--- config.mk ---
export PLATFORM = sky130hd
export DESIGN_NAME = modular_exponentiation
export DESIGN_NICKNAME = d
export VERILOG_FILES = /design/src/hdl/modexp_pkg.sv /design/src/hdl/modular_exponentiation.sv /design/src/hdl/modexp_modmul.sv /design/src/hdl/modexp_datapath.sv /design/src/hdl/modexp_ctrl.sv
export SDC_FILE = /design/constraint.sdc
export NUM_CORES = 1
export LEC_CHECK = 0
export ABC_AREA = 1
export BUFFER_PORTS_ARGS = -buffer_cell sky130_fd_sc_hd__buf_2
export CAP_MARGIN = 0
export CORE_UTILIZATION = 62
export DETAILED_ROUTE_END_ITERATION = 10
export PLACE_DENSITY = 0.85
export SYNTH_ARGS = -nofsm -noshare
export SYNTH_HDL_FRONTEND = slang
export SYNTH_HIERARCHICAL = 1
export SYNTH_SLANG_ARGS = --single-unit
--- constraint.sdc ---
create_clock -name clk -period 7.2 [get_ports clk]
set_input_delay 1.8 -clock clk [delete_from_list [all_inputs] [get_ports clk]]
set_output_delay 1.8 -clock clk [all_outputs]
set_load 0.05 [all_outputs]
--- src/hdl/modexp_pkg.sv ---
// Shared types and constants for the modular exponentiation block.
package modexp_pkg;

	localparam int unsigned DefaultWordWidth = 32;

	localparam logic [1:0] RegPublicExponent  = 2'd0;
	localparam logic [1:0] RegPrivateExponent = 2'd1;
	localparam logic [1:0] RegModulus         = 2'd2;

	localparam logic OpEncrypt = 1'b0;
	localparam logic OpDecrypt = 1'b1;

	typedef enum logic [1:0] {
		MUL_SQUARE = 2'd0,
		MUL_ACCUM  = 2'd1,
		MUL_REDUCE = 2'd2
	} mul_sel_t;

	typedef struct packed {
		logic     load;
		logic     mul_start;
		mul_sel_t mul_sel;
		logic     write_acc;
		logic     write_sq;
		logic     shift_exp;
	} modexp_cmd_t;

	typedef struct packed {
		logic mul_done;
		logic exp_zero;
		logic exp_lsb;
	} modexp_sts_t;

endpackage

--- src/hdl/modular_exponentiation.sv ---
// Top level of the modular exponentiation block: registers, controller and datapath.
//
// Input channel: in_valid/in_stall carry operation and data. Operation encrypt
// raises data to public_exponent, decrypt to private_exponent, both modulo the
// modulus register (values below two act as two). A zero exponent gives 1.
// Output channel: out_valid/out_stall carry result, one per input transaction.
// Registers on the APB port: public_exponent at 0x0, private_exponent at 0x4,
// modulus at 0x8; write them only while the block is idle.
// Sequence: each modular multiply is bit-serial. An item takes one reduce of data,
// one square per exponent bit up to its top set bit and one multiply per set
// bit, with a decision state before each square and once more at the end.
// One item is in flight at a time; the shared multiplier sets the rate.
// The result is held in an output register; while out_stall is high it stays
// and no new input transaction is taken. Reset clears the registers to
// exponents 1 and modulus 2 and drops all valids.
module modular_exponentiation import modexp_pkg::*; #(
	parameter int unsigned WORD_WIDTH = DefaultWordWidth
) (
	input  logic                  clk,
	input  logic                  arst_n,
	input  logic                  psel,
	input  logic                  penable,
	input  logic                  pwrite,
	input  logic [3:0]            paddr,
	input  logic [31:0]           pwdata,
	output logic [31:0]           prdata,
	output logic                  pready,
	input  logic                  in_valid,
	output logic                  in_stall,
	input  logic                  operation,
	input  logic [WORD_WIDTH-1:0] data,
	output logic                  out_valid,
	input  logic                  out_stall,
	output logic [WORD_WIDTH-1:0] result
);

	logic [WORD_WIDTH-1:0] pub_exp_q;
	logic [WORD_WIDTH-1:0] priv_exp_q;
	logic [WORD_WIDTH-1:0] modulus_q;
	logic                  wr_en;
	logic [1:0]            reg_idx;
	modexp_cmd_t           cmd;
	modexp_sts_t           sts;

	assign pready  = 1'b1;
	assign wr_en   = psel && penable && pwrite;
	assign reg_idx = paddr[3:2];

	always_ff @(posedge clk or negedge arst_n) begin
		if (!arst_n) begin
			pub_exp_q  <= WORD_WIDTH'(1);
			priv_exp_q <= WORD_WIDTH'(1);
			modulus_q  <= WORD_WIDTH'(2);
		end else if (wr_en && paddr[1:0] == 2'b00) begin
			unique case (reg_idx)
				RegPublicExponent:  pub_exp_q  <= pwdata[WORD_WIDTH-1:0];
				RegPrivateExponent: priv_exp_q <= pwdata[WORD_WIDTH-1:0];
				RegModulus:         modulus_q  <= pwdata[WORD_WIDTH-1:0];
				default: ;
			endcase
		end
	end

	always_comb begin
		unique case (reg_idx)
			RegPublicExponent:  prdata = 32'(pub_exp_q);
			RegPrivateExponent: prdata = 32'(priv_exp_q);
			RegModulus:         prdata = 32'(modulus_q);
			default:            prdata = '0;
		endcase
	end

	modexp_ctrl u_ctrl (
		.clk       (clk),
		.arst_n    (arst_n),
		.in_valid  (in_valid),
		.in_stall  (in_stall),
		.out_valid (out_valid),
		.out_stall (out_stall),
		.sts       (sts),
		.cmd       (cmd)
	);

	modexp_datapath #(.WordWidth(WORD_WIDTH)) u_datapath (
		.clk      (clk),
		.arst_n   (arst_n),
		.cmd      (cmd),
		.data     (data),
		.exponent ((operation == OpDecrypt) ? priv_exp_q : pub_exp_q),
		.modulus  (modulus_q),
		.sts      (sts),
		.result   (result)
	);

	a_no_accept_busy: assert property (@(posedge clk) disable iff (!arst_n)
		out_valid |-> in_stall)
		else $error("input taken while result pending");

	a_result_hold: assert property (@(posedge clk) disable iff (!arst_n)
		out_valid && out_stall |=> out_valid && $stable(result))
		else $error("stalled result changed");

	a_load_once: assert property (@(posedge clk) disable iff (!arst_n)
		cmd.load |=> in_stall)
		else $error("controller idle after load");

endmodule

--- src/hdl/modexp_modmul.sv ---
// Bit-serial modular multiplier: computes a * b mod m, one multiplier bit per cycle.
module modexp_modmul import modexp_pkg::*; #(
	parameter int unsigned WordWidth = DefaultWordWidth
) (
	input  logic                 clk,
	input  logic                 arst_n,
	input  logic                 start,
	input  logic [WordWidth-1:0] a,
	input  logic [WordWidth-1:0] b,
	input  logic [WordWidth-1:0] m,
	output logic                 done,
	output logic [WordWidth-1:0] product
);

	localparam int unsigned CntWidth = $clog2(WordWidth + 1);

	logic [WordWidth-1:0] acc_q;
	logic [WordWidth-1:0] a_q;
	logic [WordWidth-1:0] b_q;
	logic [CntWidth-1:0]  cnt_q;
	logic                 busy_q;
	logic                 done_q;
	logic [WordWidth+1:0] dbl;
	logic [WordWidth+1:0] red1;
	logic [WordWidth+1:0] sum;
	logic [WordWidth+1:0] red2;
	logic [WordWidth+1:0] m_ext;

	// acc holds values below m; a below m
	assign m_ext = {2'b00, m};
	assign dbl   = {1'b0, acc_q, 1'b0};
	assign red1  = (dbl >= m_ext) ? dbl - m_ext : dbl;
	assign sum   = red1 + (b_q[WordWidth-1] ? {2'b00, a_q} : '0);
	assign red2  = (sum >= m_ext) ? sum - m_ext : sum;

	always_ff @(posedge clk or negedge arst_n) begin
		if (!arst_n) begin
			busy_q <= 1'b0;
			done_q <= 1'b0;
			cnt_q  <= '0;
		end else begin
			done_q <= 1'b0;
			if (start) begin
				busy_q <= 1'b1;
				cnt_q  <= CntWidth'(WordWidth);
			end else if (busy_q) begin
				cnt_q <= cnt_q - 1'b1;
				if (cnt_q == CntWidth'(1)) begin
					busy_q <= 1'b0;
					done_q <= 1'b1;
				end
			end
		end
	end

	always_ff @(posedge clk) begin
		if (start) begin
			acc_q <= '0;
			a_q   <= a;
			b_q   <= b;
		end else if (busy_q) begin
			acc_q <= red2[WordWidth-1:0];
			b_q   <= {b_q[WordWidth-2:0], 1'b0};
		end
	end

	assign done    = done_q;
	assign product = acc_q;

endmodule

--- src/hdl/modexp_datapath.sv ---
// Datapath: operand registers, exponent shifter and the shared modular multiplier.
module modexp_datapath import modexp_pkg::*; #(
	parameter int unsigned WordWidth = DefaultWordWidth
) (
	input  logic                 clk,
	input  logic                 arst_n,
	input  modexp_cmd_t          cmd,
	input  logic [WordWidth-1:0] data,
	input  logic [WordWidth-1:0] exponent,
	input  logic [WordWidth-1:0] modulus,
	output modexp_sts_t          sts,
	output logic [WordWidth-1:0] result
);

	logic [WordWidth-1:0] acc_q;
	logic [WordWidth-1:0] sq_q;
	logic [WordWidth-1:0] exp_q;
	logic [WordWidth-1:0] mod_q;
	logic [WordWidth-1:0] mul_a;
	logic [WordWidth-1:0] mul_b;
	logic [WordWidth-1:0] product;
	logic                 mul_done;

	always_comb begin
		case (cmd.mul_sel)
			MUL_ACCUM: begin
				mul_a = sq_q;
				mul_b = acc_q;
			end
			MUL_REDUCE: begin
				mul_a = WordWidth'(1);
				mul_b = sq_q;
			end
			default: begin
				mul_a = sq_q;
				mul_b = sq_q;
			end
		endcase
	end

	modexp_modmul #(.WordWidth(WordWidth)) u_modmul (
		.clk     (clk),
		.arst_n  (arst_n),
		.start   (cmd.mul_start),
		.a       (mul_a),
		.b       (mul_b),
		.m       (mod_q),
		.done    (mul_done),
		.product (product)
	);

	always_ff @(posedge clk) begin
		if (cmd.load) begin
			acc_q <= WordWidth'(1);
			sq_q  <= data;
			exp_q <= exponent;
			mod_q <= (modulus < WordWidth'(2)) ? WordWidth'(2) : modulus;
		end else begin
			if (cmd.write_acc) acc_q <= product;
			if (cmd.write_sq)  sq_q  <= product;
			if (cmd.shift_exp) exp_q <= exp_q >> 1;
		end
	end

	assign sts.mul_done = mul_done;
	assign sts.exp_zero = (exp_q == '0);
	assign sts.exp_lsb  = exp_q[0];
	assign result       = acc_q;

endmodule

--- src/hdl/modexp_ctrl.sv ---
// Controller: sequences reduce, multiply and square steps and runs the handshakes.
module modexp_ctrl import modexp_pkg::*; (
	input  logic        clk,
	input  logic        arst_n,
	input  logic        in_valid,
	output logic        in_stall,
	output logic        out_valid,
	input  logic        out_stall,
	input  modexp_sts_t sts,
	output modexp_cmd_t cmd
);

	typedef enum logic [2:0] {
		IDLE, REDUCE, DECIDE, MUL_WAIT, SQ_WAIT, DONE
	} state_t;

	state_t      state_q;
	logic        out_valid_q;
	modexp_cmd_t cmd_q;
	logic        accept;

	assign in_stall  = (state_q != IDLE) || out_valid_q;
	assign accept    = in_valid && !in_stall;
	assign out_valid = out_valid_q;

	always_comb begin
		cmd      = cmd_q;
		cmd.load = accept;
	end

	always_ff @(posedge clk or negedge arst_n) begin
		if (!arst_n) begin
			state_q     <= IDLE;
			out_valid_q <= 1'b0;
			cmd_q       <= '0;
		end else begin
			cmd_q.mul_start <= 1'b0;
			cmd_q.write_acc <= 1'b0;
			cmd_q.write_sq  <= 1'b0;
			cmd_q.shift_exp <= 1'b0;
			if (out_valid_q && !out_stall) out_valid_q <= 1'b0;
			unique case (state_q)
				IDLE: begin
					if (accept) begin
						cmd_q.mul_sel   <= MUL_REDUCE;
						cmd_q.mul_start <= 1'b1;
						state_q         <= REDUCE;
					end
				end
				REDUCE: begin
					if (sts.mul_done) begin
						cmd_q.write_sq <= 1'b1;
						state_q        <= DECIDE;
					end
				end
				DECIDE: begin
					if (sts.exp_zero) begin
						state_q <= DONE;
					end else if (sts.exp_lsb) begin
						cmd_q.mul_sel   <= MUL_ACCUM;
						cmd_q.mul_start <= 1'b1;
						state_q         <= MUL_WAIT;
					end else begin
						cmd_q.mul_sel   <= MUL_SQUARE;
						cmd_q.mul_start <= 1'b1;
						cmd_q.shift_exp <= 1'b1;
						state_q         <= SQ_WAIT;
					end
				end
				MUL_WAIT: begin
					if (sts.mul_done) begin
						cmd_q.write_acc <= 1'b1;
						cmd_q.mul_sel   <= MUL_SQUARE;
						cmd_q.mul_start <= 1'b1;
						cmd_q.shift_exp <= 1'b1;
						state_q         <= SQ_WAIT;
					end
				end
				SQ_WAIT: begin
					if (sts.mul_done) begin
						cmd_q.write_sq <= 1'b1;
						state_q        <= DECIDE;
					end
				end
				DONE: begin
					out_valid_q <= 1'b1;
					state_q     <= IDLE;
				end
				default: state_q <= IDLE;
			endcase
		end
	end

endmodule
==> results_tabular.tex, run 1 <==
\begin{tabular}{lr}
\hline
Metric & Value \\
\hline
\multicolumn{2}{l}{\textbf{Global route}} \\
\quad Initial antenna violation count & 2 \\
\quad Remaining global-route overflow & 0 \\
\quad Met2 track demand over resource in global routing & 63.53\% \\
\quad First-pass GRT wire length & 107.0 mm \\
\quad Global-route total usage across every layer & 38.21\% \\
\quad Global routing met3 resource utilization & 4.741\% \\
\quad Number of global-route vias before repair & 19619 \\
\quad Met1 Use GR & 49.07\% \\
\quad Pin count of the biggest net entering global routing & 98 \\
\quad Most Crowded Layer GR & met2 \\
\multicolumn{2}{l}{\textbf{Synthesis}} \\
\quad Mean area per synthesized cell & 7.346 µm² \\
\quad Ys Warns & 6 \\
\quad Number of nets in the synthesized netlist & 3159 \\
\quad Share of async-settable or async-resettable flops after synthesis & 33.73\% \\
\quad Most used DFF post-synth & edfxtp\_1 \\
\quad Proportion of synthesized chip area in sequential cells & 40.82\% \\
\quad Number of flops mapped to enable cells by yosys & 160 \\
\quad Synth Cell Area & 21900 µm² \\
\quad FF+latch count, synth & 338 \\
\quad Number of library cell types mapped by synthesis & 57 \\
\quad Syn Inst Count & 2982 \\
\multicolumn{2}{l}{\textbf{Placement}} \\
\quad Total half-perimeter wirelength after legalization and detailed placement & 51.62 mm \\
\quad Count of port buffers added during placement & 141 \\
\quad Post-Place Cell Area & 22760 µm² \\
\quad Routability cong. & 1.018 \\
\quad Placed instance count & 3469 \\
\multicolumn{2}{l}{\textbf{Floorplanning}} \\
\quad Die span in x & 190.0 µm \\
\quad Die Y-Extent & 190.0 µm \\
\quad Number of core rows & 68 \\
\quad Starting Density & 63.26\% \\
\quad Area of the core & 34630 µm² \\
\quad Top-level I/O count & 143 \\
\quad DIE AREA & 36090 µm² \\
\multicolumn{2}{l}{\textbf{Flow run}} \\
\quad Number of violations of the max-capacitance limit & 0 \\
\multicolumn{2}{l}{\textbf{Routing}} \\
\quad Number of design-rule violations left by the first detailed-router iteration & 1978 \\
\quad Total number of vias & 20876 \\
\quad Residual DRC & 0 \\
\quad Per-cell via count in the routed design & 5.901 \\
\quad Remaining antenna violation count & 0 \\
\quad Pre-Repair DR Iteration Count & 5 \\
\quad DR WL/cell & 19.50 µm \\
\quad WL final & 68.99 mm \\
\multicolumn{2}{l}{\textbf{Final layout}} \\
\quad Total area of sequential cells & 8949 µm² \\
\quad Layout area overhead & 9.825\% \\
\quad Post-route design area & 24060 µm² \\
\quad Area occupied by multi-input gates & 10960 µm² \\
\quad FILL cells & 2855 \\
\quad Final cell count without fillers & 3538 \\
\quad Net count, final & 3231 \\
\quad Share of final-layout standard cells stronger than drive strength 1 & 11.19\% \\
\multicolumn{2}{l}{\textbf{CTS}} \\
\quad Worst-case clock buffer depth & 3 \\
\quad Clock sink count & 338 \\
\quad Num CTS Buffers & 38 \\
\quad Clock insertion delay at the later pin of the skew report & 0.56 ns \\
\quad Root Driver & clkbuf\_16 \\
\quad Clock-pin slew on the worst setup and hold paths & 0.07 ns \\
\quad CTS tree & done \\
\quad Level count of the clock H-tree & 2 \\
\multicolumn{2}{l}{\textbf{Run status}} \\
\quad Status & finished clean \\
\multicolumn{2}{l}{\textbf{Worst hold path}} \\
\quad Startpoint of the most critical hold path & modulus\_q[1] \\
\quad Class of the worst hold path & reg -> reg \\
\multicolumn{2}{l}{\textbf{Worst setup path}} \\
\quad Critical path startpoint category & register \\
\quad Data required, critical path & 7.68 ns \\
\quad Critical-path top delay cell & nand4\_1 \\
\quad Worst Path Max Fanout & 21 \\
\quad Data arrival at the endpoint of the critical path & 7.20 ns \\
\quad Worst R2R Start & u\_datapath/mod\_q[14] \\
\quad Critical Setup Path Class & reg -> reg \\
\quad Crit. Startpoint & u\_datapath/mod\_q[14] \\
\quad Top cell by count, worst path & nand2\_1 \\
\quad Minimum setup slack among reg-to-reg paths & 0.47 ns \\
\quad Critical path endpoint category & register \\
\quad Max incr delay on CP & 0.46 ns \\
\multicolumn{2}{l}{\textbf{Timing}} \\
\quad Number of slew-limit violations in the final report & 0 \\
\quad Tightest slew margin relative to the limit & 21.79\% \\
\quad Final total negative setup slack & 0 ns \\
\quad Setup-violating endpoint count in the final report & 0 \\
\quad Final hold vios & 0 \\
\quad Max Fclk & 148.6 MHz \\
\quad Final worst-path cycle share & 93.46\% \\
\quad Clock period minus final worst setup slack & 6.729 ns \\
\quad Final setup skew & 0.02463 ns \\
\quad Measured slew at the worst slew-check pin & 1.169 ns \\
\quad Setup repair after global routing missed its margin & no \\
\hline
\end{tabular}
==> layout make-up <==
class / instances / area share, %
multi-input combinational: 2148 / 45.55
sequential: 338 / 37.20
inverter: 344 / 5.378
clock buffer: 51 / 4.489
timing repair buffer: 184 / 4.348
tap: 455 / 2.366
clock inverter: 17 / 0.6605
antenna: 1 / 0.01040
==> metrics by stage <==
step	util (%)	setup slack, ns	hold slack [ns]
floorplan	-	1.973	0.4491
global placement	65.73	0.1068	0.4582
detailed placement	65.73	0.1301	0.4694
CTS	69.31	0.1032	0.4795
global route	69.46	0.008134	0.4981
finish	69.47	0.4712	0.4793
==> what timing repair did <==
item,in CTS,in global routing
gates resized for setup,0,25
hold buffers,0,0
hold endpoints to repair,0,0
setup endpoints to repair,0,32
setup buffers,0,0
==> registers in the layout, indices dropped and copies added, names as in the netlist, 3 cells and up <==
signal                       flops
u_datapath/u_modmul/b_q         32
priv_exp_q                      32
u_datapath/exp_q                32
u_ctrl/state_q                   3
pub_exp_q                       32
u_datapath/u_modmul/cnt_q        6
modulus_q                       32
u_datapath/u_modmul/product     32
u_datapath/sq_q                 32
u_ctrl/cmd                       6
u_datapath/u_modmul/a_q         32
u_datapath/mod_q                32
u_datapath/result               32
==> cell usage in the layout, fill, tap and decap left out, drive strengths merged, types with 4 or more instances in the layout <==
cell type	count
a31oi	9
nor4	4
dfrtp	111
a21o	14
xnor2	35
xor2	46
o21ai	149
a21oi	146
ha	98
nand3b	5
nand2	1003
o211ai	4
mux2	32
buf	184
nor3	17
edfxtp	160
dfxtp	64
clkinv	12
o21bai	13
nor2	281
a21boi	6
nand3	144
or2	6
clkbuf	51
inv	344
nand4	114
==> final timing paths <==
kind | to | cells past startpoint
setup / recovery | u_datapath/u_modmul/product[12] | 43
hold / removal | modulus_q[1] | 2
setup reg to reg | u_datapath/u_modmul/product[12] | 43
hold reg to reg | modulus_q[1] | 2
max in group asynchronous | modulus_q[8] | 2
min in group asynchronous | u_datapath/u_modmul/done | 1
==> Yosys cell counts, drive strengths merged, types with 3 or more instances <==
| master | count | area [µm²] |
|---|---|---|
| nand2 | 1003 | 3810 |
| edfxtp | 160 | 4805 |
| xnor2 | 35 | 306.5 |
| clkbuf | 58 | 220.2 |
| nand3b | 5 | 37.54 |
| buf | 94 | 563.0 |
| or2 | 6 | 37.54 |
| and3 | 3 | 18.77 |
| a211oi | 3 | 22.52 |
| o21ai | 149 | 745.7 |
| nor3 | 17 | 96.35 |
| a21boi | 6 | 45.05 |
| mux2 | 32 | 360.3 |
| o21bai | 13 | 97.59 |
| nor4 | 4 | 25.02 |
| ha | 98 | 1226 |
| nand3 | 144 | 740.7 |
| dfstp | 3 | 78.83 |
| nor2 | 281 | 1104 |
| dfxtp | 64 | 1281 |
| a31oi | 9 | 56.30 |
| xor2 | 46 | 402.9 |
| a21oi | 146 | 749.5 |
| o211ai | 4 | 30.03 |
| inv | 343 | 1287 |
| fa | 3 | 60.06 |
| a21o | 14 | 105.1 |
| nand4 | 114 | 713.2 |
| dfrtp | 111 | 2778 |
==> kinds of logic (layout without fill, tap and decap cells) <==
logic type	count (synthesis)	after routing	synth area share (%)
DFF	338	338	40.82
and+or+nand+nor	1581	1581	30.18
buffers and inverters	496	596	9.470
adders and majority gates	101	101	5.872
AOI/OAI and AO/OA	352	352	8.751
other	1	2	0.01712
muxes	32	32	1.645
xor gates and xnor gates	81	81	3.239
==> layer usage <==
layer | part of all wire (%) | up-vias
li1 | - | 9778
met2 | 47 | 1112
met4 | 4.9 | 2
met5 | 0.017 | -
met1 | 40 | 9804
met3 | 7.8 | 180
==> critical path, delay by kind of cell, from the launching register on <==
kind | cells | cell delay (ns)
DFF | 1 | 0.34
adders and majority gates | 3 | 1.16
and+or+nand+nor | 26 | 3.22
AOI/OAI and AO/OA | 7 | 1.19
buffers and inverters | 7 | 0.72
Power of run 1 is not shown: default switching activity piles up to over one toggle a cycle in this logic, so the estimate is an artifact.
==> inputs of run 2 (changes only) <==
--- a/config.mk
+++ b/config.mk
@@ -10,7 +10,7 @@
 export CAP_MARGIN = 0
 export CORE_UTILIZATION = 62
 export DETAILED_ROUTE_END_ITERATION = 10
-export PLACE_DENSITY = 0.85
+export PLACE_DENSITY = 0.79
 export SYNTH_ARGS = -nofsm -noshare
 export SYNTH_HDL_FRONTEND = slang
 export SYNTH_HIERARCHICAL = 1
==> run 2 against run 1 <==
Effect of this change:
- critical path depth fell by 2
- sequential share of layout area rose by 0.078 points
- highest routed layer is now met4
- clock skew fell by 0.011 ns
- clock-buffer cell count fell by 2
- core utilization fell by 0.16 points
==> results_tabular.tex, run 2 (synthesis results as in run 1) <==
\begin{tabular}{lr}
\hline
Metric & Value \\
\hline
\multicolumn{2}{l}{\textbf{Run status}} \\
\quad Status & finished clean \\
\multicolumn{2}{l}{\textbf{Routing}} \\
\quad DR WL/cell & 19.30 µm \\
\quad Number of design-rule violations left by the first detailed-router iteration & 1927 \\
\quad Remaining antenna violation count & 0 \\
\quad Residual DRC & 0 \\
\quad Pre-Repair DR Iteration Count & 8 \\
\quad WL final & 68.02 mm \\
\quad Total number of vias & 20756 \\
\quad Per-cell via count in the routed design & 5.888 \\
\multicolumn{2}{l}{\textbf{Worst setup path}} \\
\quad Critical path startpoint category & register \\
\quad Data required, critical path & 7.62 ns \\
\quad Data arrival at the endpoint of the critical path & 7.20 ns \\
\quad Top cell by count, worst path & nand2\_1 \\
\quad Critical path endpoint category & register \\
\quad Max incr delay on CP & 0.45 ns \\
\quad Critical Setup Path Class & reg -> reg \\
\quad Critical-path top delay cell & fa\_1 \\
\quad Worst Path Max Fanout & 32 \\
\multicolumn{2}{l}{\textbf{Final layout}} \\
\quad Diode count & 0 \\
\quad Net count, final & 3219 \\
\quad Most frequent standard cell in the layout excluding fill and tap cells & nand2\_1 \\
\quad Layout area overhead & 9.579\% \\
\quad Commonest non-fill, non-tap cells in the layout & nand2\_1 (988), inv\_1 (334), nor2\_1 (266) \\
\quad FILL cells & 2888 \\
\quad Share of final-layout standard cells stronger than drive strength 1 & 10.65\% \\
\multicolumn{2}{l}{\textbf{CTS}} \\
\quad Clock-pin slew on the worst setup and hold paths & 0.06 ns \\
\quad Root Driver & clkbuf\_16 \\
\quad Post-CTS setup buffer count & 0 \\
\quad Num CTS Buffers & 37 \\
\quad Level count of the clock H-tree & 2 \\
\quad Clock sink count & 338 \\
\quad Worst-case clock buffer depth & 3 \\
\quad CTS tree & done \\
\quad Clock insertion delay at the later pin of the skew report & 0.54 ns \\
\multicolumn{2}{l}{\textbf{Floorplanning}} \\
\quad Starting Density & 63.26\% \\
\quad DIE AREA & 36090 µm² \\
\quad Die span in x & 190.0 µm \\
\quad Number of core rows & 68 \\
\quad Top-level I/O count & 143 \\
\quad Die Y-Extent & 190.0 µm \\
\quad Area of the core & 34630 µm² \\
\multicolumn{2}{l}{\textbf{Timing}} \\
\quad Measured slew at the worst slew-check pin & 1.182 ns \\
\quad Number of slew-limit violations in the final report & 0 \\
\quad Tightest slew margin relative to the limit & 20.90\% \\
\quad Final total negative setup slack & 0 ns \\
\quad Clock period minus final worst setup slack & 6.777 ns \\
\quad Setup-violating endpoint count in the final report & 0 \\
\quad Setup repair after global routing missed its margin & no \\
\quad Final hold vios & 0 \\
\quad Final setup skew & 0.01338 ns \\
\quad Final worst-path cycle share & 94.12\% \\
\quad Max Fclk & 147.6 MHz \\
\multicolumn{2}{l}{\textbf{Flow run}} \\
\quad Number of violations of the max-capacitance limit & 0 \\
\multicolumn{2}{l}{\textbf{Global route}} \\
\quad Remaining global-route overflow & 0 \\
\quad Initial antenna violation count & 0 \\
\quad Pin count of the biggest net entering global routing & 99 \\
\quad Global-route total usage across every layer & 37.40\% \\
\quad Number of global-route vias before repair & 19570 \\
\quad First-pass GRT wire length & 105.6 mm \\
\multicolumn{2}{l}{\textbf{Worst hold path}} \\
\quad Class of the worst hold path & reg -> reg \\
\multicolumn{2}{l}{\textbf{Placement}} \\
\quad Count of port buffers added during placement & 141 \\
\quad Total half-perimeter wirelength after legalization and detailed placement & 50.46 mm \\
\quad Routability cong. & 0.9928 \\
\hline
\end{tabular}
[run 2: cell count changes in the layout (fill, tap and decap cells not counted), moves of 2 or more]
cell | previous run | this run
buf_4 | 40 | 30
bufinv_16 | 2 | 5
clkbuf_1 | 5 | 8
clkbuf_8 | 8 | 3
clkinv_1 | 3 | 8
clkinv_2 | 7 | 4
clkinvlp_4 | 3 | 0
ha_1 | 94 | 92
ha_4 | 1 | 3
o21ai_0 | 121 | 123
o21ai_1 | 28 | 25
[run 2: stage by stage]
step / instances / setup slack (ns) / hold WS (ns) / area [µm²] / utilization, %
floorplan: 2982 / 1.973 / 0.4491 / 21900 / -
global placement: 3458 / -0.04829 / 0.4591 / 22680 / 65.50
detailed placement: 3458 / 0.07656 / 0.4656 / 22680 / 65.50
CTS: 3525 / 0.1017 / 0.4742 / 23930 / 69.10
global route: 3525 / 0.005413 / 0.5080 / 24000 / 69.32
finish: 3525 / 0.4233 / 0.4733 / 24000 / 69.32
[run 2: metal layers]
metal  track usage, %  vias up  wire, µm
li1                 -     9757         -
met1            48.29     9684     26930
met2            62.55     1143     32360
met3            4.778      172      5702
met4            17.15        0      3028
met5                0        -         0
[run 2: cell type report]
type / count / area (µm²) / share of cell area, %
inverters: 344 / 1294 / 5.390
repair buffers: 173 / 959.7 / 3.998
well taps: 455 / 569.3 / 2.372
clock buffers: 49 / 1022 / 4.259
flip-flops and latches: 338 / 8947 / 37.28
multi-input cells: 2148 / 10990 / 45.78
clock inverters: 18 / 221.5 / 0.9226
[run 2: what timing repair did]
item,CTS,global route
pin swaps,0,2
endpoints found under the setup margin,1,32
hold buffers,0,0
gates resized for setup,1,22
[run 2: path summary, 6_finish.rpt]
check | start | end | slack [ns] | depth (start not counted)
max | u_datapath/u_modmul/product[8] | u_datapath/u_modmul/product[5] | 0.42 | 41
min | priv_exp_q[0] | priv_exp_q[0] | 0.47 | 2
max reg2reg | u_datapath/u_modmul/product[8] | u_datapath/u_modmul/product[5] | 0.42 | 41
min reg2reg | priv_exp_q[0] | priv_exp_q[0] | 0.47 | 2
max in group asynchronous | arst_n | priv_exp_q[12] | 4.57 | 2
min in group asynchronous | arst_n | u_ctrl/state_q[1] | 1.21 | 1
[run 2: worst max-delay path, delay by kind of cell (launching register included)]
kind                       cells  cell delay, ns
DFF                            1            0.41
and+or+nand+nor               25            3.10
AOI/OAI and AO/OA              7            1.22
adders and majority gates      3            1.22
buffers and inverters          6            0.69
Power of run 2 is left out for the same reason.
